<file path="src/hdl/iq_and_audio_fir_filter_assert.svh">
// Assertion macros for the filter top level.
`ifndef IQ_AND_AUDIO_FIR_FILTER_ASSERT_SVH
`define IQ_AND_AUDIO_FIR_FILTER_ASSERT_SVH
`ifndef NO_ASSERTIONS
// Same-cycle implication, disabled while reset is low.
`define IQAF_ASSERT_NOW(lbl, pre, post) \
  lbl: assert property (@(posedge clk_i) disable iff (!rst_ni) (pre) |-> (post)) \
    else $error("iqaf assertion failed");
// Next-cycle implication, disabled while reset is low.
`define IQAF_ASSERT_NEXT(lbl, pre, post) \
  lbl: assert property (@(posedge clk_i) disable iff (!rst_ni) (pre) |=> (post)) \
    else $error("iqaf assertion failed");
`else
`define IQAF_ASSERT_NOW(lbl, pre, post)
`define IQAF_ASSERT_NEXT(lbl, pre, post)
`endif
`endif

</file>
<file path="src/hdl/iqaf_pkg.sv">
`timescale 1ns / 1ps
package iqaf_pkg;

  // Width of the action selector carried in tuser.
  localparam int unsigned ACT_W = 2;

  // Item kinds. The fourth code is accepted and ignored.
  typedef enum logic [ACT_W-1:0] {
    ACT_LOAD  = 2'd0,
    ACT_IQ    = 2'd1,
    ACT_AUDIO = 2'd2
  } action_e;

  // Controls from the sequencer to the multiply-accumulate datapath.
  typedef struct packed {
    logic clear;   // Zero both accumulators at the start of a sample.
    logic mul_en;  // Read data is valid: register the products.
    logic acc_en;  // Products are valid: add them into the sums.
    logic audio;   // Use the audio lane instead of the I lane.
  } mac_ctrl_t;

endpackage

</file>
<file path="src/hdl/iqaf_coef_mem.sv">
`timescale 1ns / 1ps
module iqaf_coef_mem #(
  parameter int unsigned NUM_TAPS   = 31,
  parameter int unsigned COEFF_BITS = 16,
  parameter int unsigned IDX_W      = 5
) (
  input  logic                         clk_i,
  input  logic                         rst_ni,
  input  logic                         we_i,
  input  logic [IDX_W-1:0]             waddr_i,
  input  logic signed [COEFF_BITS-1:0] wdata_i,
  input  logic [IDX_W-1:0]             raddr_i,
  output logic signed [COEFF_BITS-1:0] rdata_o
);

  logic signed [COEFF_BITS-1:0] mem_q [NUM_TAPS];
  logic [NUM_TAPS-1:0]          vld_q;
  logic signed [COEFF_BITS-1:0] rdata_q;

  // Coefficient array with a registered read port; unwritten slots read as zero.
  always_ff @(posedge clk_i) begin
    if (we_i) begin
      mem_q[waddr_i] <= wdata_i;
    end
    rdata_q <= vld_q[raddr_i] ? mem_q[raddr_i] : '0;
  end

  // Per-slot valid bits stand in for the all-zero reset contents.
  always_ff @(posedge clk_i or negedge rst_ni) begin
    if (!rst_ni) begin
      vld_q <= '0;
    end else if (we_i) begin
      vld_q[waddr_i] <= 1'b1;
    end
  end

  assign rdata_o = rdata_q;

endmodule

</file>
<file path="src/hdl/iqaf_smp_mem.sv">
`timescale 1ns / 1ps
module iqaf_smp_mem #(
  parameter int unsigned NUM_TAPS    = 31,
  parameter int unsigned SAMPLE_BITS = 16,
  parameter int unsigned IDX_W       = 5
) (
  input  logic                          clk_i,
  input  logic                          rst_ni,
  input  logic                          we_iq_i,
  input  logic                          we_au_i,
  input  logic [IDX_W-1:0]              waddr_i,
  input  logic signed [SAMPLE_BITS-1:0] wdata_i_i,
  input  logic signed [SAMPLE_BITS-1:0] wdata_q_i,
  input  logic [IDX_W-1:0]              raddr_i,
  output logic signed [SAMPLE_BITS-1:0] rdata_i_o,
  output logic signed [SAMPLE_BITS-1:0] rdata_q_o,
  output logic signed [SAMPLE_BITS-1:0] rdata_a_o
);

  localparam int unsigned SB = SAMPLE_BITS;

  // One word per slot: I lane low, Q lane middle, audio lane high.
  logic [3*SB-1:0]      mem_q [NUM_TAPS];
  logic [NUM_TAPS-1:0]  iq_vld_q;
  logic [NUM_TAPS-1:0]  au_vld_q;
  logic signed [SB-1:0] rd_i_q;
  logic signed [SB-1:0] rd_q_q;
  logic signed [SB-1:0] rd_a_q;

  // Lane writes and a registered read of all three lanes.
  always_ff @(posedge clk_i) begin
    if (we_iq_i) begin
      mem_q[waddr_i][SB-1:0]    <= wdata_i_i;
      mem_q[waddr_i][2*SB-1:SB] <= wdata_q_i;
    end
    if (we_au_i) begin
      mem_q[waddr_i][3*SB-1:2*SB] <= wdata_i_i;
    end
    rd_i_q <= iq_vld_q[raddr_i] ? $signed(mem_q[raddr_i][SB-1:0]) : '0;
    rd_q_q <= iq_vld_q[raddr_i] ? $signed(mem_q[raddr_i][2*SB-1:SB]) : '0;
    rd_a_q <= au_vld_q[raddr_i] ? $signed(mem_q[raddr_i][3*SB-1:2*SB]) : '0;
  end

  // Valid bits per lane group; a slot never written reads as zero.
  always_ff @(posedge clk_i or negedge rst_ni) begin
    if (!rst_ni) begin
      iq_vld_q <= '0;
      au_vld_q <= '0;
    end else begin
      if (we_iq_i) begin
        iq_vld_q[waddr_i] <= 1'b1;
      end
      if (we_au_i) begin
        au_vld_q[waddr_i] <= 1'b1;
      end
    end
  end

  assign rdata_i_o = rd_i_q;
  assign rdata_q_o = rd_q_q;
  assign rdata_a_o = rd_a_q;

endmodule

</file>
<file path="src/hdl/iqaf_mac.sv">
`timescale 1ns / 1ps
module iqaf_mac #(
  parameter int unsigned NUM_TAPS    = 31,
  parameter int unsigned SAMPLE_BITS = 16,
  parameter int unsigned COEFF_BITS  = 16
) (
  input  logic                          clk_i,
  input  iqaf_pkg::mac_ctrl_t           ctrl_i,
  input  logic signed [COEFF_BITS-1:0]  coef_i,
  input  logic signed [SAMPLE_BITS-1:0] smp_i_i,
  input  logic signed [SAMPLE_BITS-1:0] smp_q_i,
  input  logic signed [SAMPLE_BITS-1:0] smp_a_i,
  output logic signed [SAMPLE_BITS-1:0] res_i_o,
  output logic signed [SAMPLE_BITS-1:0] res_q_o
);

  localparam int unsigned MUL_W = SAMPLE_BITS + COEFF_BITS;
  localparam int unsigned ACC_W = MUL_W + $clog2(NUM_TAPS + 1);
  localparam int unsigned SHIFT = COEFF_BITS - 1;
  localparam logic signed [ACC_W-1:0] HALF    = ACC_W'(2 ** (COEFF_BITS - 2));
  localparam logic signed [ACC_W-1:0] SAT_MAX = ACC_W'(2 ** (SAMPLE_BITS - 1) - 1);
  localparam logic signed [ACC_W-1:0] SAT_MIN = -SAT_MAX - ACC_W'(1);

  logic signed [SAMPLE_BITS-1:0] smp_sel;
  logic signed [MUL_W-1:0]       prod_i_d, prod_i_q;
  logic signed [MUL_W-1:0]       prod_q_d, prod_q_q;
  logic signed [ACC_W-1:0]       acc_i_q, acc_q_q;

  // The in-phase multiplier also serves the audio lane.
  assign smp_sel  = ctrl_i.audio ? smp_a_i : smp_i_i;
  assign prod_i_d = coef_i * smp_sel;
  assign prod_q_d = coef_i * smp_q_i;

  // Product register, then the accumulators.
  always_ff @(posedge clk_i) begin
    if (ctrl_i.mul_en) begin
      prod_i_q <= prod_i_d;
      prod_q_q <= prod_q_d;
    end
    if (ctrl_i.clear) begin
      acc_i_q <= '0;
      acc_q_q <= '0;
    end else if (ctrl_i.acc_en) begin
      acc_i_q <= acc_i_q + ACC_W'(prod_i_q);
      acc_q_q <= acc_q_q + ACC_W'(prod_q_q);
    end
  end

  // Round half up to the sample scale, then saturate.
  function automatic logic signed [SAMPLE_BITS-1:0] round_sat(logic signed [ACC_W-1:0] acc);
    logic signed [ACC_W-1:0] sh;
    sh = (acc + HALF) >>> SHIFT;
    if (sh > SAT_MAX) begin
      return SAT_MAX[SAMPLE_BITS-1:0];
    end else if (sh < SAT_MIN) begin
      return SAT_MIN[SAMPLE_BITS-1:0];
    end
    return sh[SAMPLE_BITS-1:0];
  endfunction

  assign res_i_o = round_sat(acc_i_q);
  assign res_q_o = round_sat(acc_q_q);

endmodule

</file>
<file path="src/hdl/iq_and_audio_fir_filter.sv">
`timescale 1ns / 1ps
// Sample request: one coefficient and one delay-line read per tap pass through a three-stage
// pipe (read, product, accumulate); the sums are then rounded and saturated into the output
// register, and the next request is taken the cycle after that result enters the register.
// A full output register holds the sequencer until it drains. A coefficient load or an unused
// action gives no result and leaves the input ready. Reset (asynchronous, active low) clears the
// control and all valid bits at once, so every slot reads as zero; no clearing pass is needed.
`include "iq_and_audio_fir_filter_assert.svh"
module iq_and_audio_fir_filter #(
  parameter int unsigned NUM_TAPS    = 31,
  parameter int unsigned SAMPLE_BITS = 16,
  parameter int unsigned COEFF_BITS  = 16
) (
  input  logic clk_i,
  input  logic rst_ni,
  input  logic s_axis_tvalid_i,
  output logic s_axis_tready_o,
  // Fields from bit 0: tap_index, coeff_value, sample_i, sample_q, zero fill.
  input  logic [(((NUM_TAPS > 1 ? $clog2(NUM_TAPS) : 1) + COEFF_BITS + 2 * SAMPLE_BITS + 7)
                / 8) * 8 - 1:0] s_axis_tdata_i,
  // Fields from bit 0: action.
  input  logic [iqaf_pkg::ACT_W-1:0] s_axis_tuser_i,
  output logic m_axis_tvalid_o,
  input  logic m_axis_tready_i,
  // Fields from bit 0: result_i, result_q, zero fill.
  output logic [((2 * SAMPLE_BITS + 7) / 8) * 8 - 1:0] m_axis_tdata_o,
  // Fields from bit 0: is_audio.
  output logic m_axis_tuser_o
);

  localparam int unsigned IDX_W  = NUM_TAPS > 1 ? $clog2(NUM_TAPS) : 1;
  localparam int unsigned CNT_W  = $clog2(NUM_TAPS + 1);
  localparam int unsigned SB     = SAMPLE_BITS;
  localparam int unsigned CB     = COEFF_BITS;
  localparam int unsigned OUT_TW = ((2 * SB + 7) / 8) * 8;

  typedef enum logic [1:0] {
    ST_IDLE,
    ST_RUN,
    ST_ROUND
  } state_e;

  state_e              state_d, state_q;
  logic [IDX_W-1:0]    wp_d, wp_q;
  logic [CNT_W-1:0]    iss_cnt_d, iss_cnt_q;
  logic [IDX_W-1:0]    rd_idx_d, rd_idx_q;
  logic                rd_vld_d, rd_vld_q;
  logic                rd_last_d, rd_last_q;
  logic                pr_vld_d, pr_vld_q;
  logic                pr_last_d, pr_last_q;
  logic                audio_d, audio_q;
  logic                m_valid_d, m_valid_q;
  logic [OUT_TW-1:0]   m_data_d, m_data_q;
  logic                m_user_d, m_user_q;

  logic                in_acc;
  logic                issue;
  logic [IDX_W-1:0]    tap_index;
  logic signed [CB-1:0] coeff_value;
  logic signed [SB-1:0] sample_i;
  logic signed [SB-1:0] sample_q;
  logic                coef_we;
  logic                we_iq;
  logic                we_au;
  logic signed [CB-1:0] coef_rd;
  logic signed [SB-1:0] smp_i_rd, smp_q_rd, smp_a_rd;
  logic signed [SB-1:0] res_i, res_q;
  iqaf_pkg::mac_ctrl_t  mac_ctrl;

  // Unpack the request.
  assign tap_index   = s_axis_tdata_i[IDX_W-1:0];
  assign coeff_value = $signed(s_axis_tdata_i[IDX_W +: CB]);
  assign sample_i    = $signed(s_axis_tdata_i[IDX_W + CB +: SB]);
  assign sample_q    = $signed(s_axis_tdata_i[IDX_W + CB + SB +: SB]);

  assign s_axis_tready_o = (state_q == ST_IDLE);
  assign in_acc          = s_axis_tvalid_i && s_axis_tready_o;

  // Store writes happen in the accept cycle.
  assign coef_we = in_acc && (s_axis_tuser_i == iqaf_pkg::ACT_LOAD)
                   && (int'(tap_index) < NUM_TAPS);
  assign we_iq   = in_acc && (s_axis_tuser_i == iqaf_pkg::ACT_IQ);
  assign we_au   = in_acc && (s_axis_tuser_i == iqaf_pkg::ACT_AUDIO);

  assign issue = (state_q == ST_RUN) && (iss_cnt_q < CNT_W'(NUM_TAPS));

  assign mac_ctrl.clear  = we_iq || we_au;
  assign mac_ctrl.mul_en = rd_vld_q;
  assign mac_ctrl.acc_en = pr_vld_q;
  assign mac_ctrl.audio  = audio_q;

  iqaf_coef_mem #(
    .NUM_TAPS  (NUM_TAPS),
    .COEFF_BITS(COEFF_BITS),
    .IDX_W     (IDX_W)
  ) u_coef_mem (
    .clk_i  (clk_i),
    .rst_ni (rst_ni),
    .we_i   (coef_we),
    .waddr_i(tap_index),
    .wdata_i(coeff_value),
    .raddr_i(iss_cnt_q[IDX_W-1:0]),
    .rdata_o(coef_rd)
  );

  iqaf_smp_mem #(
    .NUM_TAPS   (NUM_TAPS),
    .SAMPLE_BITS(SAMPLE_BITS),
    .IDX_W      (IDX_W)
  ) u_smp_mem (
    .clk_i    (clk_i),
    .rst_ni   (rst_ni),
    .we_iq_i  (we_iq),
    .we_au_i  (we_au),
    .waddr_i  (wp_q),
    .wdata_i_i(sample_i),
    .wdata_q_i(sample_q),
    .raddr_i  (rd_idx_q),
    .rdata_i_o(smp_i_rd),
    .rdata_q_o(smp_q_rd),
    .rdata_a_o(smp_a_rd)
  );

  iqaf_mac #(
    .NUM_TAPS   (NUM_TAPS),
    .SAMPLE_BITS(SAMPLE_BITS),
    .COEFF_BITS (COEFF_BITS)
  ) u_mac (
    .clk_i  (clk_i),
    .ctrl_i (mac_ctrl),
    .coef_i (coef_rd),
    .smp_i_i(smp_i_rd),
    .smp_q_i(smp_q_rd),
    .smp_a_i(smp_a_rd),
    .res_i_o(res_i),
    .res_q_o(res_q)
  );

  // Sequencer: walk the taps, drain the pipeline, then hand the result over.
  always_comb begin
    state_d   = state_q;
    wp_d      = wp_q;
    iss_cnt_d = iss_cnt_q;
    rd_idx_d  = rd_idx_q;
    audio_d   = audio_q;
    m_valid_d = m_valid_q;
    m_data_d  = m_data_q;
    m_user_d  = m_user_q;
    rd_vld_d  = issue;
    rd_last_d = issue && (iss_cnt_q == CNT_W'(NUM_TAPS - 1));
    pr_vld_d  = rd_vld_q;
    pr_last_d = rd_last_q;

    if (m_valid_q && m_axis_tready_i) begin
      m_valid_d = 1'b0;
    end

    case (state_q)
      ST_IDLE: begin
        if (we_iq || we_au) begin
          state_d   = ST_RUN;
          iss_cnt_d = '0;
          rd_idx_d  = wp_q;
          audio_d   = we_au;
        end
      end
      ST_RUN: begin
        if (issue) begin
          iss_cnt_d = iss_cnt_q + CNT_W'(1);
          rd_idx_d  = (rd_idx_q == '0) ? IDX_W'(NUM_TAPS - 1) : rd_idx_q - IDX_W'(1);
        end
        if (pr_last_q) begin
          state_d = ST_ROUND;
        end
      end
      ST_ROUND: begin
        if (!m_valid_q || m_axis_tready_i) begin
          m_valid_d            = 1'b1;
          m_data_d             = '0;
          m_data_d[SB-1:0]     = res_i;
          m_data_d[SB +: SB]   = audio_q ? '0 : res_q;
          m_user_d             = audio_q;
          wp_d                 = (wp_q == IDX_W'(NUM_TAPS - 1)) ? '0 : wp_q + IDX_W'(1);
          state_d              = ST_IDLE;
        end
      end
      default: begin
        state_d = ST_IDLE;
      end
    endcase
  end

  always_ff @(posedge clk_i or negedge rst_ni) begin
    if (!rst_ni) begin
      state_q   <= ST_IDLE;
      wp_q      <= '0;
      iss_cnt_q <= '0;
      rd_idx_q  <= '0;
      rd_vld_q  <= 1'b0;
      rd_last_q <= 1'b0;
      pr_vld_q  <= 1'b0;
      pr_last_q <= 1'b0;
      audio_q   <= 1'b0;
      m_valid_q <= 1'b0;
      m_data_q  <= '0;
      m_user_q  <= 1'b0;
    end else begin
      state_q   <= state_d;
      wp_q      <= wp_d;
      iss_cnt_q <= iss_cnt_d;
      rd_idx_q  <= rd_idx_d;
      rd_vld_q  <= rd_vld_d;
      rd_last_q <= rd_last_d;
      pr_vld_q  <= pr_vld_d;
      pr_last_q <= pr_last_d;
      audio_q   <= audio_d;
      m_valid_q <= m_valid_d;
      m_data_q  <= m_data_d;
      m_user_q  <= m_user_d;
    end
  end

  assign m_axis_tvalid_o = m_valid_q;
  assign m_axis_tdata_o  = m_data_q;
  assign m_axis_tuser_o  = m_user_q;

  // The write pointer stays inside the delay line.
  `IQAF_ASSERT_NOW(a_wp_range, 1'b1, int'(wp_q) < NUM_TAPS)
  // The tap counter never exceeds NUM_TAPS.
  `IQAF_ASSERT_NOW(a_cnt_range, 1'b1, iss_cnt_q <= CNT_W'(NUM_TAPS))
  // The pointer only moves when a result is handed to the output register.
  `IQAF_ASSERT_NEXT(a_wp_hold, state_q != ST_ROUND, $stable(wp_q))
  // A finished result with room in the output register shows up the next cycle.
  `IQAF_ASSERT_NEXT(a_out_load, (state_q == ST_ROUND) && (!m_valid_q || m_axis_tready_i),
                    m_valid_q && (state_q == ST_IDLE))

endmodule

</file>
<file path="config.mk">
export PLATFORM = sky130hd
export DESIGN_NAME = iq_and_audio_fir_filter
export DESIGN_NICKNAME = d
export VERILOG_FILES = /design/src/hdl/iqaf_pkg.sv /design/src/hdl/iqaf_coef_mem.sv /design/src/hdl/iqaf_smp_mem.sv /design/src/hdl/iqaf_mac.sv /design/src/hdl/iq_and_audio_fir_filter.sv
export VERILOG_INCLUDE_DIRS = /design/src /design/src/hdl
export SDC_FILE = /design/constraint.sdc
export NUM_CORES = 2
export LEC_CHECK = 0
export BUFFER_PORTS_ARGS = -buffer_cell sky130_fd_sc_hd__buf_2
export CAP_MARGIN = 20
export CORE_MARGIN = 5
export CORE_UTILIZATION = 60
export DETAILED_ROUTE_END_ITERATION = 8
export HOLD_SLACK_MARGIN = 0.1
export PLACE_DENSITY = 0.88
export SYNTH_ARGS = -nofsm -noshare
export SYNTH_HDL_FRONTEND = slang
export SYNTH_HIERARCHICAL = 1
export SYNTH_SLANG_ARGS = --single-unit
</file>
<file path="constraint.sdc">
create_clock -name clk_i -period 8.42 [get_ports clk_i]
set_clock_uncertainty 0.1 [all_clocks]
set_input_delay 0 -clock clk_i [delete_from_list [all_inputs] [get_ports clk_i]]
set_output_delay 0 -clock clk_i [all_outputs]
set_load 0.05 [all_outputs]
</file>
==> flow_metrics.env <==
export IMPL_status="finished clean"
export IMPL_drive_gt1_share_pct=17.1
export IMPL_yosysUniqueCellTypes=106
export IMPL_grt_pass1_wl_um=461000
export IMPL_r2r_slack_ns=0.70
export IMPL_path_max_fanout=16
export IMPL_clockBufferDepth=3
export IMPL_routed_via_density=6.72
export IMPL_hold_buffers=110
export IMPL_slew_limit_headroom_pct=17.7
export IMPL_finalHoldViolCount=0
export IMPL_fill_cells=11300
export IMPL_holdCritPathClass="primary input to flip-flop"
export IMPL_critPathKind="flip-flop to flip-flop"
export IMPL_syn_area_um2=114000
export IMPL_wl_per_cell_um=29.5
export IMPL_critPathMostFrequentCell="fa_1"
export IMPL_synthAdderAreaFrac_pct=11.9
export IMPL_cts_repair_resized=0
export IMPL_place_hpwl_um=168000
export IMPL_area_delta_synth_final_pct=10.7
export IMPL_max_vdd_ir_drop_mv=0.297
export IMPL_final_cell_mix="2048 x edfxtp_1, 643 x inv_1, 526 x fa_1, 524 x nand2_1, 298 x mux4_2"
export IMPL_async_flop_share_pct=6.38
export IMPL_final_common_cell="edfxtp_1"
export IMPL_htree_levels=4
export IMPL_synth_simple_area_share_pct=6.60
export IMPL_synthXorXnorAreaFrac_pct=1.27
export IMPL_cpPeakStageDelay_ns=0.73
export IMPL_yosysWarnings=6
export IMPL_cts_tree="yes"
export IMPL_syn_instance_count=7615
export IMPL_rsz0062_at_grt="false"
export IMPL_p_leak_nw=47.5
export IMPL_worst_path_max_delay_cell="dfrtp_1"
export IMPL_period_needed_ns=7.72
export IMPL_fmaxAchievable_mhz=130
export IMPL_port_buffers=93
export IMPL_path_cells="buf_4 -> mux2_2 -> and2_1 -> fa_1 -> fa_1 -> fa_1 -> fa_1 -> fa_1 -> inv_1 -> fa_1 -> inv_1 -> ha_1 -> and3_1 -> a221oi_1 -> nand2_1 -> o221a_2 -> a31oi_1 -> nor2b_1 -> o41ai_1 -> xnor2_1"
export IMPL_initial_core_util_pct=60.2
export IMPL_cts_sinks=2335
export IMPL_post_route_period_util_pct=91.6
export IMPL_vias=71100
export IMPL_cts_buffers=218
export IMPL_required_ns=8.94
export IMPL_grt_max_degree=154
export IMPL_syn_area_per_cell_um2=15.0
export IMPL_nNetsFinal=8690
export IMPL_cts_setup_buffers=0
export IMPL_maxCapViolations=0
export IMPL_power_density_nw_per_um2=294
export IMPL_drcViolationCount=0
export IMPL_dieArea_um2=199000
export IMPL_ant_nets=0
export IMPL_fp_dieH_um=446
export IMPL_whs_ns=0.0927
export IMPL_cp_end_kind="flip-flop"
export IMPL_synth_top_family_by_area="adder cells"
export IMPL_dr_pass1_iters=8
export IMPL_gp_congestion=0.895
export IMPL_num_io_pins=97
export IMPL_wirelength_um=312000
export IMPL_worstSkewPairLatency_ns=0.92
export IMPL_clk_pin_slew_ns=0.07
export IMPL_startpoint_type="flip-flop"
export IMPL_tns_ns=0
export IMPL_grt_usage_pct=30.9
export IMPL_rows=160
export IMPL_synth_seq_area_share_pct=59.6
export IMPL_core_area_um2=190000
export IMPL_grt_ovfl_total=0
export IMPL_drt_iter0_drc=11200
export IMPL_tightestPinTransition_ns=1.23
export IMPL_crit_arrival_ns=8.24
export IMPL_die_x_um=446
export IMPL_synth_compound_area_share_pct=5.92
export IMPL_synth_mux_area_share_pct=10.8
export IMPL_ys_ff_latch=2335
export IMPL_antenna_found_initial=18
export IMPL_synth_top_flop_cell="edfxtp_1"
export IMPL_setup_viol=0
export IMPL_drv_slew=0
export IMPL_synth_nets=8446
export IMPL_cts_root_buffer="clkbuf_16"
export IMPL_grt_pass1_vias=73600
export IMPL_synth_edf_count=2048
cells in the mapped netlist, types with 44 or more instances:
cell type / n / area [um2]
nor2_1: 277 / 1040
o21ai_0: 115 / 576
a211oi_1: 56 / 420
xnor2_1: 103 / 902
nor2b_1: 131 / 820
o211ai_1: 87 / 653
a21oi_1: 224 / 1120
o22ai_1: 108 / 676
ha_1: 243 / 3040
and2_1: 196 / 1230
o221ai_1: 44 / 385
mux4_2: 298 / 6710
xor2_1: 61 / 534
inv_1: 644 / 2420
buf_2: 76 / 380
or2_2: 104 / 651
nand3_1: 63 / 315
mux2i_1: 264 / 2640
edfxtp_1: 2048 / 61500
dfxtp_1: 138 / 2760
fa_1: 526 / 10500
a21o_1: 51 / 383
nand2_1: 525 / 1970
mux2_2: 255 / 2870
dfrtp_1: 149 / 3730
clkbuf_1: 206 / 773
kinds of logic after synthesis:
family                   after synthesis
buffers and inverters               1023
flip-flops                          2335
multiplexers                         820
AO/OA/AOI/OAI                        990
adder cells (fa/ha/maj)              769
XOR/XNOR                             165
AND/OR/NAND/NOR                     1513
critical path: cells and delay by family, from the launching register on:
kind | cells | cell delay (ns)
xor+xnor | 1 | 0.10
compound gates | 4 | 1.31
mux | 1 | 0.53
buf+inv | 3 | 0.40
fa+ha+maj | 7 | 3.61
flops | 1 | 0.73
simple gates | 4 | 0.66
sequential cells by signal, summed over array words and instances (netlist names), 2 cells and up:
register	cells
rd_idx_q	5
u_mac/acc_i_q	37
u_mac/prod_i_q	32
u_smp_mem/iq_vld_q	31
u_smp_mem/rdata_i_o	16
u_smp_mem/mem_q	1488
wp_q	5
iss_cnt_q	5
u_coef_mem/vld_q	31
state_q	2
u_coef_mem/mem_q	496
u_smp_mem/rdata_a_o	16
u_mac/prod_q_q	32
u_mac/acc_q_q	37
u_coef_mem/rdata_o	16
m_axis_tdata_o	32
u_smp_mem/au_vld_q	31
u_smp_mem/rdata_q_o	16
per-stage QoR:
stage | area, um2 | util, % | setup WS (ns) | instances | total power, mW
floorplan | 114000 | - | 1.20 | 7615 | 23.1
global placement | 117000 | 61.9 | 1.10 | 10000 | 25.7
detailed placement | 117000 | 61.9 | 0.972 | 10000 | 26.2
CTS | 126000 | 66.4 | 0.879 | 10500 | 36.6
global route | 126000 | 66.6 | 0.496 | 10600 | 38.6
finish | 126000 | 66.6 | 0.703 | 10600 | 37.2
worst paths after layout:
| path | start | endpoint | depth (start not counted) |
|---|---|---|---|
| max | audio_q | u_mac/prod_i_q[28] | 20 |
| min | s_axis_tdata_i[31] | u_smp_mem/mem_q[13][10] | 2 |
| max reg2reg | audio_q | u_mac/prod_i_q[28] | 20 |
| min reg2reg | pr_last_d | pr_last_q | 0 |
| max in group asynchronous | rst_ni | rd_idx_q[2] | 4 |
| min in group asynchronous | rst_ni | u_smp_mem/iq_vld_q[16] | 4 |
cell type report:
class                      count  area [um2]  share of cell area [%]
multi-input combinational   4257       41900                    33.1
clock buffer                 280        5820                    4.61
inverter                     649        2440                    1.93
tap                         2511        3140                    2.49
clock inverter               132        1600                    1.26
antenna                       10        25.0                  0.0198
sequential                  2335       68000                    53.8
timing repair buffer         398        3420                    2.71
routing by layer:
metal | share of wire (%) | global-route usage, %
met5 | 0.017 | 0
met4 | 6.7 | 16.7
met3 | 13 | 7.83
met1 | 33 | 38.7
met2 | 48 | 50.0
power by group:
group	internal, mW	leakage [nW]	switching (mW)
Sequential	13.2	21.7	0.949
Clock	5.69	3.59	4.63
Combinational	5.14	22.2	7.60
Power figures use the tool's default switching activity.
